--- src/design/sun_direction_from_clock_macros.svh ---
// Assertion macros shared by the sun direction block.
`ifndef SUN_DIRECTION_FROM_CLOCK_MACROS_SVH
`define SUN_DIRECTION_FROM_CLOCK_MACROS_SVH

// Check that the consequent holds in the same cycle as the antecedent.
`define SDC_ASSERT_IMPLY(label, clk, rst_n, ante, cons, msg) \
  label: assert property (@(posedge clk) disable iff (!rst_n) (ante) |-> (cons)) \
    else $error(msg);

// Check that the consequent holds in the cycle after the antecedent.
`define SDC_ASSERT_NEXT(label, clk, rst_n, ante, cons, msg) \
  label: assert property (@(posedge clk) disable iff (!rst_n) (ante) |=> (cons)) \
    else $error(msg);

`endif

--- src/design/sdc_pkg.sv ---
// Shared types, constants and the arctangent table for the sun direction block.
`timescale 1ns / 1ps

package sdc_pkg;

  // Rotation depth and table size
  localparam int CORDIC_STEPS_DEF = 16;
  localparam int ATAN_ENTRIES     = 24;

  // Datapath widths
  localparam int XY_W       = 32;
  localparam int ANG_W      = 25;
  localparam int CFG_IDX_W  = 1;
  localparam int CFG_DATA_W = 16;

  typedef logic signed [XY_W-1:0]  xy_t;
  typedef logic signed [ANG_W-1:0] ang_t;

  // Register indexes of the configuration port
  typedef enum logic [CFG_IDX_W-1:0] {
    REG_LATITUDE   = 1'b0,
    REG_BRIGHTNESS = 1'b1
  } cfg_reg_t;

  // Fixed-point constants (degrees Q16, latitude Q8, hours Q16, vectors Q30)
  localparam xy_t                CORDIC_GAIN_Q30 = 32'sd652032874;
  localparam logic signed [15:0] LAT_LIMIT_Q8    = 16'sd23040;
  localparam logic signed [15:0] BRIGHT_RESET    = 16'sd256;
  localparam logic signed [21:0] NOON_Q16        = 22'sd786432;
  localparam logic signed [25:0] DEG90_Q16       = 26'sd5898240;
  localparam logic signed [25:0] DEG180_Q16      = 26'sd11796480;

  // State of both rotations as it travels down the row of cells
  typedef struct packed {
    xy_t  hx;
    xy_t  hy;
    ang_t hz;
    xy_t  lx;
    xy_t  ly;
    ang_t lz;
    logic flip;
  } cordic_pair_t;

  // Arctangent of 2^-i in degrees Q16, rounded to nearest
  function automatic ang_t atan_q16(input logic [4:0] idx);
    ang_t a;
    unique case (idx)
      5'd0:    a = 25'sd2949120;
      5'd1:    a = 25'sd1740967;
      5'd2:    a = 25'sd919879;
      5'd3:    a = 25'sd466945;
      5'd4:    a = 25'sd234379;
      5'd5:    a = 25'sd117304;
      5'd6:    a = 25'sd58666;
      5'd7:    a = 25'sd29335;
      5'd8:    a = 25'sd14668;
      5'd9:    a = 25'sd7334;
      5'd10:   a = 25'sd3667;
      5'd11:   a = 25'sd1833;
      5'd12:   a = 25'sd917;
      5'd13:   a = 25'sd458;
      5'd14:   a = 25'sd229;
      5'd15:   a = 25'sd115;
      5'd16:   a = 25'sd57;
      5'd17:   a = 25'sd29;
      5'd18:   a = 25'sd14;
      5'd19:   a = 25'sd7;
      5'd20:   a = 25'sd4;
      5'd21:   a = 25'sd2;
      5'd22:   a = 25'sd1;
      default: a = '0;
    endcase
    return a;
  endfunction

endpackage

--- src/design/sdc_cell.sv ---
// One CORDIC cell: a single rotation step for the hour angle and the latitude.
`timescale 1ns / 1ps

module sdc_cell #(
  parameter int STEP = 0
) (
  input  logic                  clk,
  input  logic                  rst_n,
  input  logic                  up_valid,
  output logic                  up_ready,
  input  sdc_pkg::cordic_pair_t up_data,
  output logic                  dn_valid,
  input  logic                  dn_ready,
  output sdc_pkg::cordic_pair_t dn_data
);

  localparam sdc_pkg::ang_t ATAN = sdc_pkg::atan_q16(5'(STEP));

  logic                  valid_r;
  sdc_pkg::cordic_pair_t data_r, data_nxt;

  sdc_pkg::xy_t  hx, hy, lx, ly;
  sdc_pkg::ang_t hz, lz;

  assign hx = up_data.hx;
  assign hy = up_data.hy;
  assign hz = up_data.hz;
  assign lx = up_data.lx;
  assign ly = up_data.ly;
  assign lz = up_data.lz;

  // Rotate both vectors towards zero residual angle
  always_comb begin
    data_nxt.flip = up_data.flip;
    if (!hz[sdc_pkg::ANG_W-1]) begin
      data_nxt.hx = hx - (hy >>> STEP);
      data_nxt.hy = hy + (hx >>> STEP);
      data_nxt.hz = hz - ATAN;
    end else begin
      data_nxt.hx = hx + (hy >>> STEP);
      data_nxt.hy = hy - (hx >>> STEP);
      data_nxt.hz = hz + ATAN;
    end
    if (!lz[sdc_pkg::ANG_W-1]) begin
      data_nxt.lx = lx - (ly >>> STEP);
      data_nxt.ly = ly + (lx >>> STEP);
      data_nxt.lz = lz - ATAN;
    end else begin
      data_nxt.lx = lx + (ly >>> STEP);
      data_nxt.ly = ly - (lx >>> STEP);
      data_nxt.lz = lz + ATAN;
    end
  end

  assign up_ready = !valid_r || dn_ready;

  // Hold the beat until the next cell takes it
  always_ff @(posedge clk) begin
    if (!rst_n) begin
      valid_r <= 1'b0;
    end else if (up_ready) begin
      valid_r <= up_valid;
    end
    if (up_valid && up_ready) begin
      data_r <= data_nxt;
    end
  end

  assign dn_valid = valid_r;
  assign dn_data  = data_r;

endmodule

--- config.mk ---
export PLATFORM = sky130hd
export DESIGN_NAME = sdc_cell
export DESIGN_NICKNAME = d
export VERILOG_FILES = /design/src/design/sun_direction_from_clock_macros.svh /design/src/design/sdc_pkg.sv /design/src/design/sdc_cell.sv
export SDC_FILE = /design/constraint.sdc
export NUM_CORES = 1
export LEC_CHECK = 0
export ABC_AREA = 1
export BUFFER_PORTS_ARGS = -buffer_cell sky130_fd_sc_hd__buf_4
export CORE_MARGIN = 10
export CORE_UTILIZATION = 30
export CTS_CLUSTER_SIZE = 30
export DETAILED_ROUTE_END_ITERATION = 10
export PLACE_DENSITY = 0.5
export SYNTH_ARGS = -nofsm -noshare
export SYNTH_HDL_FRONTEND = slang
export SYNTH_SLANG_ARGS = --single-unit
--- constraint.sdc ---
create_clock -name clk -period 27.3 [get_ports clk]
set_input_delay 2.73 -clock clk [delete_from_list [all_inputs] [get_ports clk]]
set_output_delay 2.73 -clock clk [all_outputs]
set_load 0.02 [all_outputs]
==> metrics.cfg, run 1 <==
[hold_path]
holdCritPathClass=flip-flop to flip-flop

[detailed_routing]
wirelength_um=78450
routedWlPerCell_um=17.05
antenna_left=0
viasPerCell=4.623
routed-via-count=21272
dr.pass1.iters=5
first_iter_violations=1749
drc=0

[critical_path]
crit_family=buffers and inverters
cp-start-kind=primary input
cpMostUsedCell=buf_4
cpMaxStageDelayCell=buf_4
critical-path-max-stage-delay_ps=160
required_ps=24570
cp_max_fo=2
end_kind=output pin
worstPathCellList=buf_4 > inv_1 > nand2_1 > buf_4
crit_arrival_ps=3180
criticalPathCategory=primary input to output pin
cp_num_buf_inv=3

[cells_and_area]
final_area_sq_um=24750
final_cells=4601
drive_above_1_share_pct=11.83
areaGrowthSynthToFinish_pct=19.22
nNetsFinal=4048

[yosys]
ys_ff_latch=178
synth_top_area_cell=edfxtp_1
synth_most_common_cell=nand2_1
synthArstFlopShare_pct=0
synth.area.top_cells=edfxtp_1 (26%), nand2_1 (22%), ha_1 (12%), inv_1 (12%), nand3_1 (7.5%)
synth_common_cells=nand2_1 (1,244), inv_1 (673), nand3_1 (311), nor2_1 (214), ha_1 (202)
postSynthAreaPerCell_sq_um=6.196
ys_seq_area_share_pct=25.70
synthCells=3351
synth_edf_count=177
yosysUniqueCellTypes=39
syn_nets=3744
yosys_warnings=0
syn-cell-area_sq_um=20760
synth_top_area_share_pct=25.60
synth_ff_type=edfxtp_1

[sta]
worstMarginPinSlew_ps=872.3
setup_viol=0
worst_slack_ps=21390
finalCritPeriodShare_pct=21.64
post-route-min-period_ps=5908
rsz0062_at_grt=false
maxSlewViolCount=0
fin_skew_ps=8.228
max_freq_mhz=169.3
tns_ps=0
hold_violations=0
slew_headroom_pct=41.85

[floorplanning]
ios=364
row_count=96
die_area_sq_um=80130
start_util_pct=30.27
die_height_um=283.1
coreArea_sq_um=68590
die_w_um=283.1

[power]
ir_drop_uv=25.13
power_w=0.001062
leakage_nw=13.78
p_per_area_nw_per_um2=42.88

[clock_network]
path_clk_slew_ps=80
postCtsSetupRepairBufs=0
ctsResizeCount=0
clk_latency_ps=480
cts.sinks=178
clock_path_buffers=2
numCtsBuffers=17
cts-root-buf=clkbuf_16
cts_max_level=4
cts_hold_buf=0
cts_tree=yes

[placement]
dp.cells=4567
place_congestion=0.9269
place.port_buffers=363
dp_hpwl_um=65890
place_ws_ps=21390
place_area_sq_um=24200

[global_routing]
gr-usage-met1_pct=25.13
top_usage_layer=met2
grt.overflow.total=0
grtUsageTotal_pct=18.79
gr-usage-met3_pct=4.362
grt_antenna_before_repair=3
grt_pass1_vias=19956
globalRouteMet2Util_pct=30.10
grt_pass1_wl_um=117200
grt_max_degree=71

[run_status]
outcome=finished clean

[run]
maxCapViolations=0

-- per-stage QoR --
stage / util [%] / hold slack, ps
after detailed placement: 35.29 / 564.7
after CTS: 36.08 / 576.7
after global routing: 36.09 / 624.6
after floorplan: - / 729.5
final: 36.09 / 571.7
after global placement: 35.29 / 566.7
-- worst min-delay path: stages (launching register included) --
cell	delay, ps
dfxtp_1	350
nand2_1	100
a21boi_0	80
-- power breakdown --
group / switching (W) / total, W / leakage, nW / internal, W
clock network: 0.000131 / 0.000251 / 0.270 / 0.000120
registers: 0.0000106 / 0.000351 / 1.73 / 0.000341
logic: 0.000308 / 0.000460 / 11.8 / 0.000152
total: 0.000449 / 0.00106 / 13.8 / 0.000612
-- cell type report --
cell class                 count  area [sq um]
antenna                        2         5.005
clock buffer                  19         432.9
clock inverter                13         115.1
fill                        7626         43830
inverter                     677          2541
multi-input combinational   2413         12400
sequential                   178          5335
tap                          931          1165
timing repair buffer         368          2763
-- flip-flops by register name (all words and copies together) (netlist names) --
signal and cells:
dn_valid 1, dn_data 177
-- worst paths after layout --
check                start      endpoint  slack, ps  cells after the start
hold reg to reg   dn_valid      dn_valid        570                      2
setup / recovery  dn_ready      up_ready      21390                      4
setup reg to reg  dn_valid  dn_data[120]      24210                      4
hold / removal    dn_valid      dn_valid        570                      2
-- metal layers --
metal	vias up	part of all wire, %
met1	9557	46
met4	0	1.6
met2	671	45
met3	55	7.6
li1	10989	-
met5	-	0
-- kinds of logic (layout without fill, tap and decap cells) --
logic type      Yosys count  after routing  synth area share [%]
compound gates          278            278                 7.226
xor+xnor                 59             59                 2.489
fa+ha+maj               210            210                 12.94
buf+inv                 760           1077                 14.65
flops                   178            178                 25.70
other cells               0              2                     0
simple gates           1866           1866                 37.00
-- placed cells by master (no fill, tap or decap), types with 4 or more instances in the layout --
master,netlist,final
nand2_1,1244,1244
inv_1,673,672
buf_4,33,368
nand3_1,311,311
nor2_1,214,214
ha_1,202,202
edfxtp_1,177,177
a21oi_1,146,145
o21ai_0,79,79
xor2_1,59,59
nand4_1,40,40
o21bai_1,22,22
clkbuf_16,0,17
nor3_1,12,12
nor2_2,11,11
a31oi_1,9,9
nand2_2,9,9
nand3b_1,9,9
o22ai_1,8,8
fa_1,8,8
inv_2,3,5
o21a_1,5,5
a21o_1,4,4
and2_1,4,4
nand3b_2,4,4
inv_8,0,4
(Power assumes the default switching activity.)
==> run 2: changes to the inputs <==
PLACE_DENSITY = 0.52   (was 0.5)
clock period = 4.7 ns   (was 27.3 ns; I/O delays follow)
==> metrics.cfg, run 2 (same netlist as run 1, synthesis figures left out) <==
[floorplanning]
row_count=96  ; unchanged
die_height_um=283.1  ; unchanged
start_util_pct=30.27  ; unchanged
die_area_sq_um=80130  ; unchanged
ios=364  ; unchanged
coreArea_sq_um=68590  ; unchanged
die_w_um=283.1  ; unchanged

[detailed_routing]
dr.pass1.iters=5  ; unchanged
routedWlPerCell_um=17.19  ; +0.83%
viasPerCell=4.635  ; +0.25%
drc=0  ; unchanged
wirelength_um=79140  ; +0.87%
first_iter_violations=1526  ; -13%
antenna_left=0  ; unchanged
routed-via-count=21335  ; +0.30%

[clock_network]
cts_max_level=4  ; unchanged
path_clk_slew_ps=80  ; about the same
postCtsSetupRepairBufs=0  ; unchanged
clk_latency_ps=510  ; +30 ps
cts.sinks=178  ; unchanged
cts_tree=yes
clock_path_buffers=2  ; unchanged
numCtsBuffers=17  ; unchanged
ctsResizeCount=0  ; unchanged
cts_hold_buf=0  ; unchanged
cts-root-buf=clkbuf_16

[critical_path]
cpMostUsedCell=nand3_1
critical-path-max-stage-delay_ps=500  ; +340 ps
crit_arrival_ps=2480  ; -700 ps
crit_family=simple AND/OR/NAND/NOR gates
criticalPathCategory=primary input to flip-flop
required_ps=4950  ; -19,620 ps
cpMaxStageDelayCell=ha_1
cp-start-kind=primary input
cp_num_buf_inv=3  ; unchanged
end_kind=flip-flop
cp_max_fo=11  ; +9
worstPathCellList=buf_4 > inv_1 > ha_1 > inv_1 > a21oi_1 > nand2_1 > nand2_1 > nand3_1 > nand3_1 > nand3_1 > nand3_1 > nand2_1

[global_routing]
grt_pass1_vias=20031  ; +0.38%
grt.overflow.total=0  ; unchanged
grt_pass1_wl_um=118500  ; +1.1%
globalRouteMet2Util_pct=30.54  ; +0.43 points
grt_antenna_before_repair=2  ; -1
gr-usage-met3_pct=4.555  ; +0.19 points
grt_max_degree=110  ; +55%
grtUsageTotal_pct=18.96  ; +0.17 points
gr-usage-met1_pct=25.08  ; -0.053 points
top_usage_layer=met2

[power]
p_sw_w=0.002647  ; +490%
p_per_area_nw_per_um2=252.5  ; +490%
leakage_nw=13.82  ; +0.27%
power_frac_clock_pct=24.7  ; +1.1 points
swShare_pct=42.21  ; -0.090 points
p_comb_share_pct=42.7  ; -0.6 points
seqPwrFrac_pct=32.6  ; -0.5 points
ir_drop_uv=257.6  ; +930%
internal-power_w=0.003624  ; +490%

[sta]
fin_skew_ps=19.02  ; +10.79 ps
max_freq_mhz=448.2
worstMarginPinSlew_ps=827.5  ; -44.75 ps
rsz0062_at_grt=false
worst_slack_ps=2469  ; -18,920 ps
setup_viol=0  ; unchanged
slew_headroom_pct=44.83  ; +3.0 points
post-route-min-period_ps=2231
maxSlewViolCount=0  ; unchanged
hold_violations=0  ; unchanged
finalCritPeriodShare_pct=47.48
tns_ps=0  ; unchanged
fin_hold_ws_ps=143.6  ; -428.1 ps

[cells_and_area]
final_common_cell=nand2_1
nNetsFinal=4051  ; +0.074%
largest_register_ffs=177  ; unchanged
areaGrowthSynthToFinish_pct=19.62
final_cell_mix=nand2_1 (1,244), inv_1 (672), buf_4 (370), nand3_1 (311), nor2_1 (214)
final_cells=4603  ; +0.043%
drive_above_1_share_pct=11.93  ; +0.099 points

[run]
maxCapViolations=0  ; unchanged

[placement]
dp_hpwl_um=66600  ; +1.1%
place_congestion=0.9761  ; +5.3%
place.port_buffers=363  ; unchanged
dp.cells=4570  ; +0.066%
place_ws_ps=1940  ; -19,450 ps

[hold_path]
holdCritPathClass=primary input to flip-flop

[run_status]
outcome=finished clean

-- run 2: area by class of cell --
type | count | area (sq um)
flip-flops and latches | 178 | 5335
well taps | 931 | 1165
repair buffers | 371 | 2798
diodes | 1 | 2.502
clock inverters | 14 | 167.7
inverters | 677 | 2541
clock buffers | 18 | 429.2
multi-input cells | 2413 | 12400
fillers | 7626 | 43750
-- run 2: final timing paths --
path / from / end / slack, ps / cells past startpoint
worst max-delay path: up_data[32] / dn_data[45] / 2470 / 12
worst min-delay path: up_data[91] / dn_data[91] / 140 / 1
worst max register to register: dn_valid / dn_data[54] / 2840 / 3
worst min register to register: dn_valid / dn_valid / 580 / 2
-- run 2: power groups by stage --
| stage | logic [W] | registers [W] | clock network [W] |
|---|---|---|---|
| global route | 0.00297 | 0.00206 | 0.00167 |
| detailed placement | 0.00267 | 0.00208 | 0 |
| finish | 0.00268 | 0.00204 | 0.00155 |
| floorplan | 0.00148 | 0.00227 | 0 |
| global placement | 0.00267 | 0.00208 | 0 |
| CTS | 0.00268 | 0.00204 | 0.00163 |
-- run 2: stage by stage --
stage | total power [W] | utilization (%) | area [sq um]
final | 0.006271 | 36.21 | 24840
after global routing | 0.006703 | 36.21 | 24840
after CTS | 0.006346 | 36.21 | 24830
after detailed placement | 0.004744 | 35.34 | 24240
after global placement | 0.004749 | 35.34 | 24240
after floorplan | 0.003753 | - | 20770
-- run 2: layer usage --
layer,vias to the layer above,routed length [um]
met3,61,5961
met1,9649,36420
met5,-,7
met4,2,1350
met2,636,35400
li1,10987,-
==> run 3: changes to the inputs <==
ABC_AREA = 0   (was 1)
PLACE_DENSITY = 0.53   (was 0.52)
clock period = 2 ns   (was 4.7 ns; I/O delays follow)
==> metrics.cfg, run 3 <==
[run_status]
outcome=finished, violations left
failed_checks=setup timing

[critical_path]
crit_family=compound AO/OA/AOI/OAI gates
end_kind=flip-flop
critPathLaunch=up_data[147]
cp_num_buf_inv=1  ; -2
reg2reg_to=dn_data[124]
critical-path-max-stage-delay_ps=380  ; -120 ps
cpMaxStageDelayCell=a311oi_4
criticalPathCategory=primary input to flip-flop
r2r_setup_slack_ps=500  ; -2340 ps
crit_arrival_ps=2680  ; +200 ps
reg2reg_from=dn_valid
required_ps=2260  ; -2690 ps
worstPathCellList=buf_12 > ha_4 > fa_2 > nor3b_4 > o31a_4 > a311oi_4 > a21oi_2 > o211ai_2 > and3_4 > o41ai_4 > a211oi_2 > xnor2_1
cp_max_fo=3  ; -8
cp-start-kind=primary input
rr_worst_depth=3  ; unchanged

[placement]
place.port_buffers=363  ; unchanged
place_ws_ps=-1132  ; -3072 ps
dp_hpwl_um=60560  ; -9.1%
place_congestion=0.9295  ; -4.8%

[sta]
max_freq_mhz=413.0
setup_viol=71  ; +71
worstMarginPinSlew_ps=656.2  ; -171.3 ps
tns_ps=-14680  ; -14,680 ps
post-route-min-period_ps=2421
slew_headroom_pct=56.25  ; +11 points
hold_violations=0  ; unchanged
worst_slack_ps=-421.2  ; -2890 ps
fin_skew_ps=16.04  ; -2.975 ps
fin_hold_ws_ps=51.50  ; -92.09 ps
rsz0062_at_grt=true
maxSlewViolCount=0  ; unchanged
finalCritPeriodShare_pct=121.1

[yosys]
synth.area.top_cells=edfxtp_1 (31%), ha_1 (15%), a21oi_1 (7.3%), xnor2_1 (5.7%), inv_1 (4.5%)
yosysUniqueCellTypes=85  ; +120%
synth_fa_ha_area_share_pct=15.89  ; +2.9 points
synth_compound_area_share_pct=24.07  ; +17 points
synthCells=1944  ; -42%
synth_ff_type=edfxtp_1
postSynthAreaPerCell_sq_um=8.702  ; +40%
synth_top_area_cell=edfxtp_1
synth_top_family_by_area=compound AO/OA/AOI/OAI gates
synth_mux_area_share_pct=1.538  ; +1.5 points
synthArstFlopShare_pct=0  ; unchanged
syn-cell-area_sq_um=16920  ; -19%
post_synth_xor_area_fraction_pct=6.938  ; +4.4 points
synth_common_cells=a21oi_1 (247), inv_1 (204), ha_1 (202), edfxtp_1 (177), nor2_1 (173)
ys_ff_latch=178  ; unchanged
yosys_warnings=0  ; unchanged
synthSimpleGateAreaFrac_pct=13.14  ; -24 points
ys_seq_area_share_pct=31.54  ; +5.8 points
synth_top_area_share_pct=31.42  ; +5.8 points
synth_most_common_cell=a21oi_1
synth_edf_count=177  ; unchanged
syn_nets=2337  ; -38%

[global_routing]
grt_max_degree=68  ; -38%
grt.overflow.total=0  ; unchanged
grt_antenna_before_repair=5  ; +3
grt_pass1_vias=19471  ; -2.8%
grtUsageTotal_pct=21.80  ; +2.8 points
grt_pass1_wl_um=113100  ; -4.5%

[cells_and_area]
nNetsFinal=3379  ; -17%
final_cell_mix=buf_4 (967), edfxtp_1 (177), inv_1 (172), a21oi_1 (172), ha_1 (148)
fill_cells=5056  ; -34%
areaGrowthSynthToFinish_pct=76.66
multi_input_area_sq_um=13160  ; +6.2%
largest_register_ffs=177  ; unchanged
drive_above_1_share_pct=50.72  ; +39 points
register_area_sq_um=5339  ; about the same
final_common_cell=buf_4

[hold_path]
hold_depth=2  ; +1
worstHoldStart=up_data[107]
holdPathEnd=dn_data[107]
holdCritPathClass=primary input to flip-flop

[floorplanning]
die_w_um=257.5  ; -9.0%
die_height_um=257.5  ; -9.0%
ios=364  ; unchanged
die_area_sq_um=66290  ; -17%
start_util_pct=30.53  ; +0.25 points
row_count=86  ; -10%
coreArea_sq_um=55420  ; -19%

[clock_network]
clk_latency_ps=510  ; about the same
path_clk_slew_ps=80  ; about the same
cts-root-buf=clkbuf_16
cts_max_level=4  ; unchanged
clock_path_buffers=2  ; unchanged
numCtsBuffers=17  ; unchanged
cts.sinks=178  ; unchanged
cts_tree=yes

[detailed_routing]
routed-via-count=18646  ; -13%
wirelength_um=75860  ; -4.1%
drc=0  ; unchanged
antenna_left=0  ; unchanged
dr.pass1.iters=7  ; +2
routedWlPerCell_um=20.24  ; +18%
viasPerCell=4.975  ; +7.3%
first_iter_violations=1063  ; -30%

[run]
maxCapViolations=0  ; unchanged

[power]
p_per_area_nw_per_um2=585.5  ; +130%
ir_drop_uv=714.5  ; +180%
leakage_nw=13.35  ; -3.4%

[run 3: layout make-up]
cell class                 instances  area share (%)
timing repair buffer            1107           29.99
clock inverter                    15          0.5778
inverter                         213           2.964
sequential                       178           17.86
tap                              748           3.132
clock buffer                      17           1.423
antenna                            1        0.008373
multi-input combinational       1469           44.04
[run 3: cell families (layout without fill, tap and decap cells)]
kind of cell	Yosys count	after routing
AO/OA/AOI/OAI	637	637
XOR/XNOR	134	134
adder cells (fa/ha/maj)	210	210
buffers and inverters	297	1352
flip-flops	178	178
multiplexers	26	26
other	0	1
AND/OR/NAND/NOR	462	462
[run 3: repair_timing]
action | CTS | global route
setup buffers | 40 | 46
gates resized for setup | 277 | 246
pin swaps | 151 | 176
setup endpoints to repair | 80 | 90
hold buffers | 37 | 0
hold endpoints to repair | 36 | 0
gates cloned | 1 | 0
[run 3: layer usage]
layer | part of all wire [%] | global-route usage, % | up-vias | wire [um]
li1 | - | - | 9038 | -
met1 | 44 | 27.10 | 9036 | 33040
met2 | 49 | 37.38 | 474 | 37130
met3 | 5.3 | 4.394 | 90 | 3995
met4 | 2.2 | 6.404 | 8 | 1641
met5 | 0.076 | 0 | - | 58
[run 3: power breakdown]
group | switching, W | internal (W)
sequential | 0.000168 | 0.00476
clock | 0.00184 | 0.00178
combinational | 0.00466 | 0.00429
total | 0.00667 | 0.0108
[run 3: worst max path at each step]
stage	to	slack, ps	cells after the start
finish	dn_data[173]	-420	12
global route	dn_data[173]	-480	12
CTS	dn_data[177]	-370	12
detailed placement	dn_data[146]	-1130	13
global placement	dn_data[83]	-1170	12
floorplan	dn_data[177]	-550	11
[run 3: metrics by stage]
step                      util, %  power, W  std cells  instance area (sq um)
final                       53.93   0.01750       3748                  29880
after global routing        53.92   0.01837       3747                  29880
after CTS                   51.35   0.01701       3710                  28460
after detailed placement    46.82   0.01265       3608                  25950
after global placement      46.82   0.01261       3608                  25950
after floorplan                 -  0.008831       1944                  17940
